[config.mk]
export PLATFORM = sky130hd
export DESIGN_NAME = stepper_target_step_generator
export DESIGN_NICKNAME = d
export VERILOG_FILES = /design/src/rtl/stg_pkg.sv /design/src/rtl/stepper_target_step_generator.sv
export SDC_FILE = /design/constraint.sdc
export NUM_CORES = 1
export LEC_CHECK = 0
export BUFFER_PORTS_ARGS = -buffer_cell sky130_fd_sc_hd__buf_4
export CORE_UTILIZATION = 45
export CTS_BUF_LIST = sky130_fd_sc_hd__clkbuf_8
export DETAILED_ROUTE_END_ITERATION = 8
export REMOVE_ABC_BUFFERS = 1
export SYNTH_ARGS = -nofsm -noshare
export SYNTH_HDL_FRONTEND = slang
export SYNTH_SLANG_ARGS = --single-unit
[constraint.sdc]
create_clock -name clk -period 9.93 [get_ports clk]
set_input_delay 0.993 -clock clk [delete_from_list [all_inputs] [get_ports clk]]
set_output_delay 0.993 -clock clk [all_outputs]
set_load 0.03 [all_outputs]
[src/rtl/stg_pkg.sv]
// shared constants, request codes and period table for the step generator
package stg_pkg;

  localparam int POS_WIDTH = 32;
  localparam int PERIOD_WIDTH = 17;
  localparam int SPEED_WIDTH = 3;
  localparam int USTEP_WIDTH = 4;
  localparam int REQ_WIDTH = 3;
  localparam int OPERAND_WIDTH = 32;
  localparam int OUT_POS_WIDTH = 32;
  localparam int EXT_WIDTH = 64;
  localparam int CFG_INDEX_WIDTH = 2;
  localparam int CFG_DATA_WIDTH = 4;

  localparam logic signed [POS_WIDTH-1:0] POS_ONE = POS_WIDTH'(1);
  localparam logic [PERIOD_WIDTH-1:0] PERIOD_ONE = PERIOD_WIDTH'(1);
  localparam logic [PERIOD_WIDTH-1:0] PERIOD_RESET = PERIOD_WIDTH'(96000);

  localparam logic [REQ_WIDTH-1:0] REQ_TICK = 3'd0;
  localparam logic [REQ_WIDTH-1:0] REQ_START = 3'd1;
  localparam logic [REQ_WIDTH-1:0] REQ_STOP = 3'd2;
  localparam logic [REQ_WIDTH-1:0] REQ_SET_TARGET = 3'd3;
  localparam logic [REQ_WIDTH-1:0] REQ_SET_POS = 3'd4;
  localparam logic [REQ_WIDTH-1:0] REQ_SET_CONT = 3'd5;

  localparam logic [CFG_INDEX_WIDTH-1:0] CFG_SPEED_MODE = 2'd0;
  localparam logic [CFG_INDEX_WIDTH-1:0] CFG_MICROSTEP = 2'd1;
  localparam logic [CFG_INDEX_WIDTH-1:0] CFG_REVERSE = 2'd2;

  localparam logic [SPEED_WIDTH-1:0] SPEED_MIN = 3'd1;
  localparam logic [SPEED_WIDTH-1:0] SPEED_MAX = 3'd5;
  localparam logic [SPEED_WIDTH-1:0] SPEED_RESET = 3'd1;

  function automatic logic [PERIOD_WIDTH-1:0] base_period(input logic [SPEED_WIDTH-1:0] mode);
    logic [PERIOD_WIDTH-1:0] p;
    case (mode)
      3'd1:    p = PERIOD_WIDTH'(96000);
      3'd2:    p = PERIOD_WIDTH'(48000);
      3'd3:    p = PERIOD_WIDTH'(24000);
      3'd4:    p = PERIOD_WIDTH'(8000);
      3'd5:    p = PERIOD_WIDTH'(4000);
      default: p = '0;
    endcase
    return p;
  endfunction

endpackage

[src/rtl/stepper_target_step_generator.sv]
// step and direction generator moving a position counter toward a target
//
// Each input transaction is one request (a microsecond tick, start, stop, set target,
// set position or set continuous mode) and yields exactly one result transaction. The
// whole update is done in the cycle the request is taken and lands in the output
// register, so a request can be accepted in every clock cycle; the only wait comes
// from the output side holding a result (in_ready is low while out_valid is high and
// out_ready is low). Configuration writes are taken in any cycle (cfg_ready is always
// high) and should only be issued while no request is outstanding.
module stepper_target_step_generator
  import stg_pkg::*;
(
  input  logic                              clk,
  input  logic                              rst,
  input  logic                              in_valid,
  output logic                              in_ready,
  input  logic [REQ_WIDTH-1:0]              req_type,
  input  logic signed [OPERAND_WIDTH-1:0]   operand_value,
  input  logic                              cont_enable,
  input  logic                              cont_dir,
  output logic                              out_valid,
  input  logic                              out_ready,
  output logic                              step_pulse,
  output logic                              dir_level,
  output logic                              moving,
  output logic signed [OUT_POS_WIDTH-1:0]   position,
  output logic                              move_done,
  input  logic                              cfg_valid,
  output logic                              cfg_ready,
  input  logic [CFG_INDEX_WIDTH-1:0]        cfg_index,
  input  logic [CFG_DATA_WIDTH-1:0]         cfg_value
);

  logic [SPEED_WIDTH-1:0]        speed_mode;
  logic [USTEP_WIDTH-1:0]        microstep_log2;
  logic                          reverse_direction;

  logic signed [POS_WIDTH-1:0]   pos_count, pos_count_next;
  logic signed [POS_WIDTH-1:0]   target_pos, target_pos_next;
  logic                          moving_flag, moving_flag_next;
  logic                          cont_mode, cont_mode_next;
  logic                          cont_direction, cont_direction_next;
  logic [PERIOD_WIDTH-1:0]       period_reload, period_reload_next;
  logic [PERIOD_WIDTH-1:0]       period_count, period_count_next;
  logic                          dir_pin, dir_pin_next;
  logic                          step_next, done_next;

  logic                          in_fire;
  logic signed [POS_WIDTH-1:0]   pos_up, pos_down, tgt_eff;
  logic signed [EXT_WIDTH-1:0]   pos_ext;

  assign in_ready = !out_valid || out_ready;
  assign in_fire = in_valid && in_ready;
  assign cfg_ready = 1'b1;

  assign pos_up = pos_count + POS_ONE;
  assign pos_down = pos_count - POS_ONE;
  assign tgt_eff = cont_mode ? (cont_direction ? pos_up : pos_down) : target_pos;
  assign pos_ext = EXT_WIDTH'(pos_count_next);

  always_comb begin
    pos_count_next = pos_count;
    target_pos_next = target_pos;
    moving_flag_next = moving_flag;
    cont_mode_next = cont_mode;
    cont_direction_next = cont_direction;
    period_reload_next = period_reload;
    period_count_next = period_count;
    dir_pin_next = dir_pin;
    step_next = 1'b0;
    done_next = 1'b0;
    if (in_fire) begin
      case (req_type)
        REQ_TICK: begin
          if (moving_flag) begin
            if (period_count > PERIOD_ONE) begin
              period_count_next = period_count - PERIOD_ONE;
            end else begin
              period_count_next = period_reload;
              target_pos_next = tgt_eff;
              if (tgt_eff < pos_count) begin
                dir_pin_next = reverse_direction;
                pos_count_next = pos_down;
                step_next = 1'b1;
              end else if (pos_count < tgt_eff) begin
                dir_pin_next = !reverse_direction;
                pos_count_next = pos_up;
                step_next = 1'b1;
              end else begin
                moving_flag_next = 1'b0;
                target_pos_next = pos_count;
                done_next = 1'b1;
              end
            end
          end
        end
        REQ_START: begin
          if (speed_mode >= SPEED_MIN && speed_mode <= SPEED_MAX) begin
            period_reload_next = base_period(speed_mode) >> microstep_log2;
          end
          if (!moving_flag) begin
            period_count_next = '0;
          end
          moving_flag_next = 1'b1;
        end
        REQ_STOP: begin
          done_next = moving_flag;
          moving_flag_next = 1'b0;
          target_pos_next = pos_count;
        end
        REQ_SET_TARGET: target_pos_next = POS_WIDTH'(operand_value);
        REQ_SET_POS: pos_count_next = POS_WIDTH'(operand_value);
        REQ_SET_CONT: begin
          cont_mode_next = cont_enable;
          cont_direction_next = cont_dir;
        end
        default: ;
      endcase
    end
  end

  always_ff @(posedge clk) begin
    if (rst) begin
      speed_mode <= SPEED_RESET;
      microstep_log2 <= '0;
      reverse_direction <= 1'b0;
    end else if (cfg_valid && cfg_ready) begin
      case (cfg_index)
        CFG_SPEED_MODE: speed_mode <= cfg_value[SPEED_WIDTH-1:0];
        CFG_MICROSTEP:  microstep_log2 <= cfg_value[USTEP_WIDTH-1:0];
        CFG_REVERSE:    reverse_direction <= cfg_value[0];
        default: ;
      endcase
    end
  end

  always_ff @(posedge clk) begin
    if (rst) begin
      pos_count <= '0;
      target_pos <= '0;
      moving_flag <= 1'b0;
      cont_mode <= 1'b0;
      cont_direction <= 1'b0;
      period_reload <= PERIOD_RESET;
      period_count <= '0;
      dir_pin <= 1'b0;
      out_valid <= 1'b0;
    end else begin
      pos_count <= pos_count_next;
      target_pos <= target_pos_next;
      moving_flag <= moving_flag_next;
      cont_mode <= cont_mode_next;
      cont_direction <= cont_direction_next;
      period_reload <= period_reload_next;
      period_count <= period_count_next;
      dir_pin <= dir_pin_next;
      if (in_fire) begin
        out_valid <= 1'b1;
      end else if (out_ready) begin
        out_valid <= 1'b0;
      end
    end
  end

  // result register
  always_ff @(posedge clk) begin
    if (in_fire) begin
      step_pulse <= step_next;
      dir_level <= dir_pin_next;
      moving <= moving_flag_next;
      position <= pos_ext[OUT_POS_WIDTH-1:0];
      move_done <= done_next;
    end
  end

  a_step_xor_done: assert property (@(posedge clk) disable iff (rst)
    out_valid |-> !(step_pulse && move_done))
    else $error("step and move done in the same transaction");

  a_done_not_moving: assert property (@(posedge clk) disable iff (rst)
    (out_valid && move_done) |-> !moving)
    else $error("move done while still moving");

  a_step_moving: assert property (@(posedge clk) disable iff (rst)
    (out_valid && step_pulse) |-> moving)
    else $error("step issued without a move");

  a_ready_when_empty: assert property (@(posedge clk) disable iff (rst)
    !out_valid |-> in_ready)
    else $error("input stalled with empty result register");

  a_stop_clears: assert property (@(posedge clk) disable iff (rst)
    (in_fire && req_type == REQ_STOP) |=> (out_valid && !moving && !step_pulse))
    else $error("stop did not end the move");

endmodule
* Word-level counts from Yosys, hierarchy flattened
Index checks and enable logic that the tools add are counted.
** Word-level totals
- Register bits :: 147
- Input port bits :: 48
- Output and inout port bits :: 39
- Logic and storage cells :: 101
** Operators by class
- $add $sub $neg :: 3
- $lt $le $gt $ge :: 5
- Eq/ne operators :: 15
- Shifts and indexed selects :: 1
- Mux-type cells :: 40
- Bitwise gates (word level) :: 2
- Reduce and logical (&&, ||, !) cells :: 18
** Operator list (number)
- two-way mux 32 bit :: 11
- two-way mux 17 bit :: 6
- case mux 32 bit (3 select lines) :: 1
- case mux 17 bit (5 select lines) :: 1
- < comparator 32 bit :: 2
- case mux 32 bit (2 select lines) :: 1
- case mux 17 bit (2 select lines) :: 1
- adder 32 x 2 -> 32 bit (second input constant) :: 1
- subtractor 32 x 2 -> 32 bit (second input constant) :: 1
- > comparator 17 x 1 -> 1 bit (second input constant) :: 1
- two-way mux 1 bit :: 17
- >> shifter 17 x 4 -> 17 bit :: 1
- subtractor 17 x 1 -> 17 bit (second input constant) :: 1
- equality test 3 x 2 -> 1 bit (second input constant) :: 4
- equality test 3 bit (second input constant) :: 4
- AND reduction 2 bit :: 4
- AND reduction 4 bit :: 2
- equality test 3 x 1 -> 1 bit (second input constant) :: 2
- != test 2 bit (second input constant) :: 3
- nonzero test 2 bit :: 2
- greater-or-equal comparator 3 x 1 -> 1 bit (second input constant) :: 1
- <= comparator 3 bit (second input constant) :: 1
- logical NOT 3 bit :: 1
- case mux 1 bit (3 select lines) :: 1
- 11 further kinds :: 14

* Logic depth before layout (Yosys ltp)
- Depth in word-level cells :: 10
- Depth in mapped cells :: 26
- Gate-level depth less buffers :: 21

* Least setup slack after synthesis
OpenSTA, ideal clock, no wires.
- Kind :: register -> register
- Start point :: register pos_count[0]
- End point :: register position[8] (data pin)
- Library setup time :: 266 ps
- Arrival time :: 4871 ps
- Data required time :: 9664 ps
- Slack :: 4794 ps
- Stages on the path, launching flop included :: 24
- Buffers on the path :: 4
- Clock period less this slack :: 5136 ps
- Cell sequence :: dfxtp_1 -> clkbuf_1 -> inv_1 -> ha_1 -> or3b_1 -> buf_2 -> nor3_2 -> nand4_1 -> nor3_1 -> mux2i_1 -> xnor2_1 -> mux2i_1 -> ha_1 -> and4_1 -> and3_1 -> a221o_1 -> a211oi_4 -> o21a_4 -> buf_6 -> buf_6 -> nand2_1 -> a21oi_1 -> mux2i_1 -> nand3_1
** Between the ends
- Word-level cells in the longest chain between the ends :: 10
- Elaborated cells on any way between the ends :: 12
- Those cells by class :: add/sub: 2; order compare: 2; mux: 8
** Ends and longest elaborated chain
- from (decl) :: line stepper_target_step_generator.sv:38 : logic signed [POS_WIDTH-1:0] pos_count, pos_count_next;
- from (signal assigned) :: line stepper_target_step_generator.sv:149 : pos_count <= pos_count_next;
- subtractor 32 x 2 -> 32 bit / adder 32 x 2 -> 32 bit (equally long branches) :: line stepper_target_step_generator.sv:57, stepper_target_step_generator.sv:56
- two-way mux 32 bit (2 in series) :: line stepper_target_step_generator.sv:58 : assign tgt_eff = cont_mode ? (cont_direction ? pos_up : pos_down) : target_pos;
- < comparator 32 bit :: line stepper_target_step_generator.sv:85 : end else if (pos_count < tgt_eff) begin
- two-way mux 32 bit :: line stepper_target_step_generator.sv:85
- two-way mux 32 bit * :: line stepper_target_step_generator.sv:81 : if (tgt_eff < pos_count) begin
- two-way mux 32 bit * :: line stepper_target_step_generator.sv:76 : if (period_count > PERIOD_ONE) begin
- two-way mux 32 bit * :: line stepper_target_step_generator.sv:75 : if (moving_flag) begin
- case mux 32 bit (2 select lines) * :: line stepper_target_step_generator.sv:73 : case (req_type)
- two-way mux 32 bit * :: line stepper_target_step_generator.sv:72 : if (in_fire) begin
- named net pos_count_next[8] :: line stepper_target_step_generator.sv:38
- to (signal assigned) :: line stepper_target_step_generator.sv:171 : position <= pos_ext[OUT_POS_WIDTH-1:0];
- to (decl) :: line stepper_target_step_generator.sv:26 : output logic signed [OUT_POS_WIDTH-1:0] position,
Mark *: on every way through the listed nets, which the timed path passes. The rest lies on a longest branch.
A chain may end at the register's enable or synchronous reset.

* Worst setup path after layout
- Start point :: register pos_count[0]
- End point :: register target_pos[7]
** Between the ends
- Word-level cells in the longest chain between the ends :: 9
- Elaborated cells on any way between the ends :: 11
- Those cells by class :: add/sub: 2; order compare: 2; mux: 7
** Ends and longest elaborated chain
- subtractor 32 x 2 -> 32 bit / adder 32 x 2 -> 32 bit (equally long branches) :: line stepper_target_step_generator.sv:57, stepper_target_step_generator.sv:56
- two-way mux 32 bit (2 in series) :: line stepper_target_step_generator.sv:58
- < comparator 32 bit :: line stepper_target_step_generator.sv:85
- two-way mux 32 bit :: line stepper_target_step_generator.sv:85
- two-way mux 32 bit * :: line stepper_target_step_generator.sv:81
- two-way mux 32 bit * :: line stepper_target_step_generator.sv:76
- two-way mux 32 bit * :: line stepper_target_step_generator.sv:75
- case mux 32 bit (3 select lines) * :: line stepper_target_step_generator.sv:73
- to (signal assigned) :: line stepper_target_step_generator.sv:150 : target_pos <= target_pos_next;
- to (decl) :: line stepper_target_step_generator.sv:39 : logic signed [POS_WIDTH-1:0] target_pos, target_pos_next;
Mark *: on every way between the ends. The rest lies on a longest branch, timed or not. The select of a mux whose other input is x is not followed.

==> impl_metrics.csv <==
group,metric,value,unit
outcome,status,"completed",
place,gp_congestion,0.9678,
final_layout,syn_to_final_growth,9.533,%
yosys,yosysWarningCount,0,
worst_hold_path,hp-class,"flip-flop to flip-flop",
route,viasPerCell,6.374,
sta,fmax,0.1379,GHz
clocking,htreeDepth,4,
place,place_hpwl,27220,microns
final_layout,final_common_cell,"nand2_1",
clocking,root_buffer,"clkbuf_8",
route,vias,11700,
sta,finalCriticalPeriod,7.254,ns
final_layout,layout-drive-gt1-share,0.1264,
die,core,24460,sq um
die,initial_core_util,0.4615,
final_layout,antenna_cells,0,
yosys,synth-simple-area-share,0.2536,
yosys,synth_edf_count,36,
sta,drv_slew,0,
critical_path,rr_worst_depth,19,
critical_path,crit_family,"simple AND/OR/NAND/NOR gates",
yosys,synthAdderAreaFrac,0.03658,
route,wl_per_cell,22.17,microns
critical_path,cp_max_fo,43,
clocking,clock_path_buffers,2,
global_routing,grt_pass1_vias,10900,
clocking,cts_num_sinks,147,
critical_path,crit_required,10.32,ns
yosys,avgSynthCellArea,7.511,sq um
clocking,postCtsSetupBuffers,0,
sta,final-setup-viol-count,0,
critical_path,path_depth,19,
die,fp.dieW,160.4,microns
die,fp.dieH,160.4,microns
critical_path,critPathCaptureType,"flip-flop",
sta,grt_setup_unrepaired,"false",
sta,tns,0,ns
pwr,p_leak,4.692,nW
yosys,ys_types,86,
place,io_buffers,85,
critical_path,critical-path-slowest-cell,"a21oi_4",
yosys,synth-compound-area-share,0.2615,
critical_path,criticalPathCategory,"flip-flop to flip-flop",
route,wl,40680,microns
clocking,cts_resized,0,
global_routing,grt_util_all_layers,0.3131,
route,drtPass1Iterations,8,
yosys,synth_ff_type,"dfxtp_1",
die,ioPinCount,87,
clocking,cts_hold_buf,0,
yosys,ys_seq_area_frac,0.2926,
critical_path,start_kind,"flip-flop",
yosys,async_flop_share,0,
final_layout,final_cell_mix,"nand2_1, nor2_1, o21ai_0",
clocking,insertion_delay,0.49,ns
final_layout,layout.nets,1579,
place,place_area,11950,sq um
sta,whs,0.4522,ns
pwr,ir_drop,92.06,uV
yosys,syn_area,11290,sq um
flow_run,cap_violations,0,
global_routing,overflow,0,
yosys,synth_top_family_by_area,"compound AO/OA/AOI/OAI gates",
pwr,power_density,142.1,nW/um^2
yosys,ys_ff_latch,147,
clocking,clk_pin_slew,0.10,ns
route,drt-initial-drc-count,1164,
worst_hold_path,min_path_cells,2,
route,drc,0,
yosys,synth_xor_xnor_area_share,0.04500,
die,row_count,57,
die,dieArea,25720,sq um
final_layout,utilization,0.5054,
clocking,cts_buffers,17,
global_routing,grt_max_degree,54,
clocking,cts_tree,"done",
critical_path,timing.critical_path.buf_inv,1,
route,ant_nets,0,
critical_path,path_cells,"inv_1 > ha_1 > or3b_1 > nor3_2 > nand4_1 > nor3_1 > mux2i_1 > xnor2_1 > mux2i_1 > ha_1 > and4_1 > and3_1 > a221o_1 > a211oi_4 > o21a_4 > nor2_1 > a21oi_4 > nor2_1 > o21ai_0",
yosys,synth.largest_area_cell,"dfxtp_1",
yosys,synth.top_cell.area_share,0.1969,
yosys,synth.area.top_cells,"dfxtp_1, edfxtp_1, o21ai_0, nand2_1, nor2_1",
yosys,syn_inst,1503,
sta,clock-skew-final,0.02960,ns
sta,worst_slack,2.676,ns
critical_path,critPathArrivalTime,7.65,ns
critical_path,cpPeakStageDelay,0.91,ns
sta,slew_headroom,0.1531,
global_routing,grt_pass1_wl,62750,microns
final_layout,fin_area,12360,sq um
sta,tightest_slew,1.267,ns
sta,min_period_over_period,0.7305,
sta,hold_viol,0,
yosys,muxShareOfSynthArea,0.04810,
place,post-place-ws,3.014,ns
global_routing,antenna_found_initial,1,
## routing by layer
layer,routed length [microns],part of all wire,global-route usage,vias to the layer above
li1,-,-,-,5486
met1,16490,0.41,0.3923,5514
met2,19060,0.47,0.5185,568
met3,3294,0.081,0.05372,127
met4,1823,0.045,0.1545,2
met5,11,0.00027,0,-
## registers in the layout (all words and copies together) (netlist names)
signal / cells
cont_direction: 1
cont_mode: 1
dir_level: 1
dir_pin: 1
microstep_log2: 4
move_done: 1
moving: 1
moving_flag: 1
out_valid: 1
period_count: 17
period_reload: 17
pos_count: 32
position: 32
reverse_direction: 1
speed_mode: 3
step_pulse: 1
target_pos: 32
## cell usage after synthesis, types with 22 or more instances
master and instances:
nand2_1 168, nor2_1 166, o21ai_0 126, dfxtp_1 111
a21oi_1 109, clkbuf_1 91, nand3_1 62, nor3_1 57
mux2i_1 52, edfxtp_1 36, xnor2_1 36, ha_1 33
o211ai_1 29, a22oi_1 25, inv_1 25, and3_1 24
xor2_1 22
## cell families after synthesis
logic type	after synthesis
xor+xnor	58
mux	54
buf+inv	161
flops	147
simple gates	598
other cells	1
fa+ha+maj	33
compound gates	451
## power by group
| part | total [mW] | internal (mW) | switching [mW] |
|---|---|---|---|
| Combinational | 0.600 | 0.197 | 0.402 |
| Clock | 0.501 | 0.193 | 0.308 |
| Sequential | 0.656 | 0.634 | 0.0222 |
| Total | 1.76 | 1.02 | 0.732 |
## path summary, 6_finish.rpt
kind / slack (ns) / end / from
worst min register to register: 0.45 / target_pos[17] / target_pos[17]
worst max-delay path: 2.68 / target_pos[7] / pos_count[0]
worst min-delay path: 0.45 / target_pos[17] / target_pos[17]
worst max register to register: 2.68 / target_pos[7] / pos_count[0]
## worst min-delay path, stage by stage, from the launching register on
cell	delay, ns
dfxtp_1	0.32
nand2_1	0.05
o21ai_1	0.05
## final cells by class
type,instances,area [sq um]
Clock buffer,17,234.0
Fill cell,2440,12100
Sequential cell,147,3306
Clock inverter,15,176.4
Inverter,29,108.9
Multi-Input combinational cell,1195,7323
Timing Repair Buffer,108,810.8
Tap cell,324,405.4
## stage by stage
stage               power [mW]  instances
finish                   1.757       1835
global route             1.834       1835
CTS                      1.750       1835
detailed placement       1.250       1803
global placement         1.250       1803
floorplan                1.046       1371
Power figures use the tool's default switching activity.
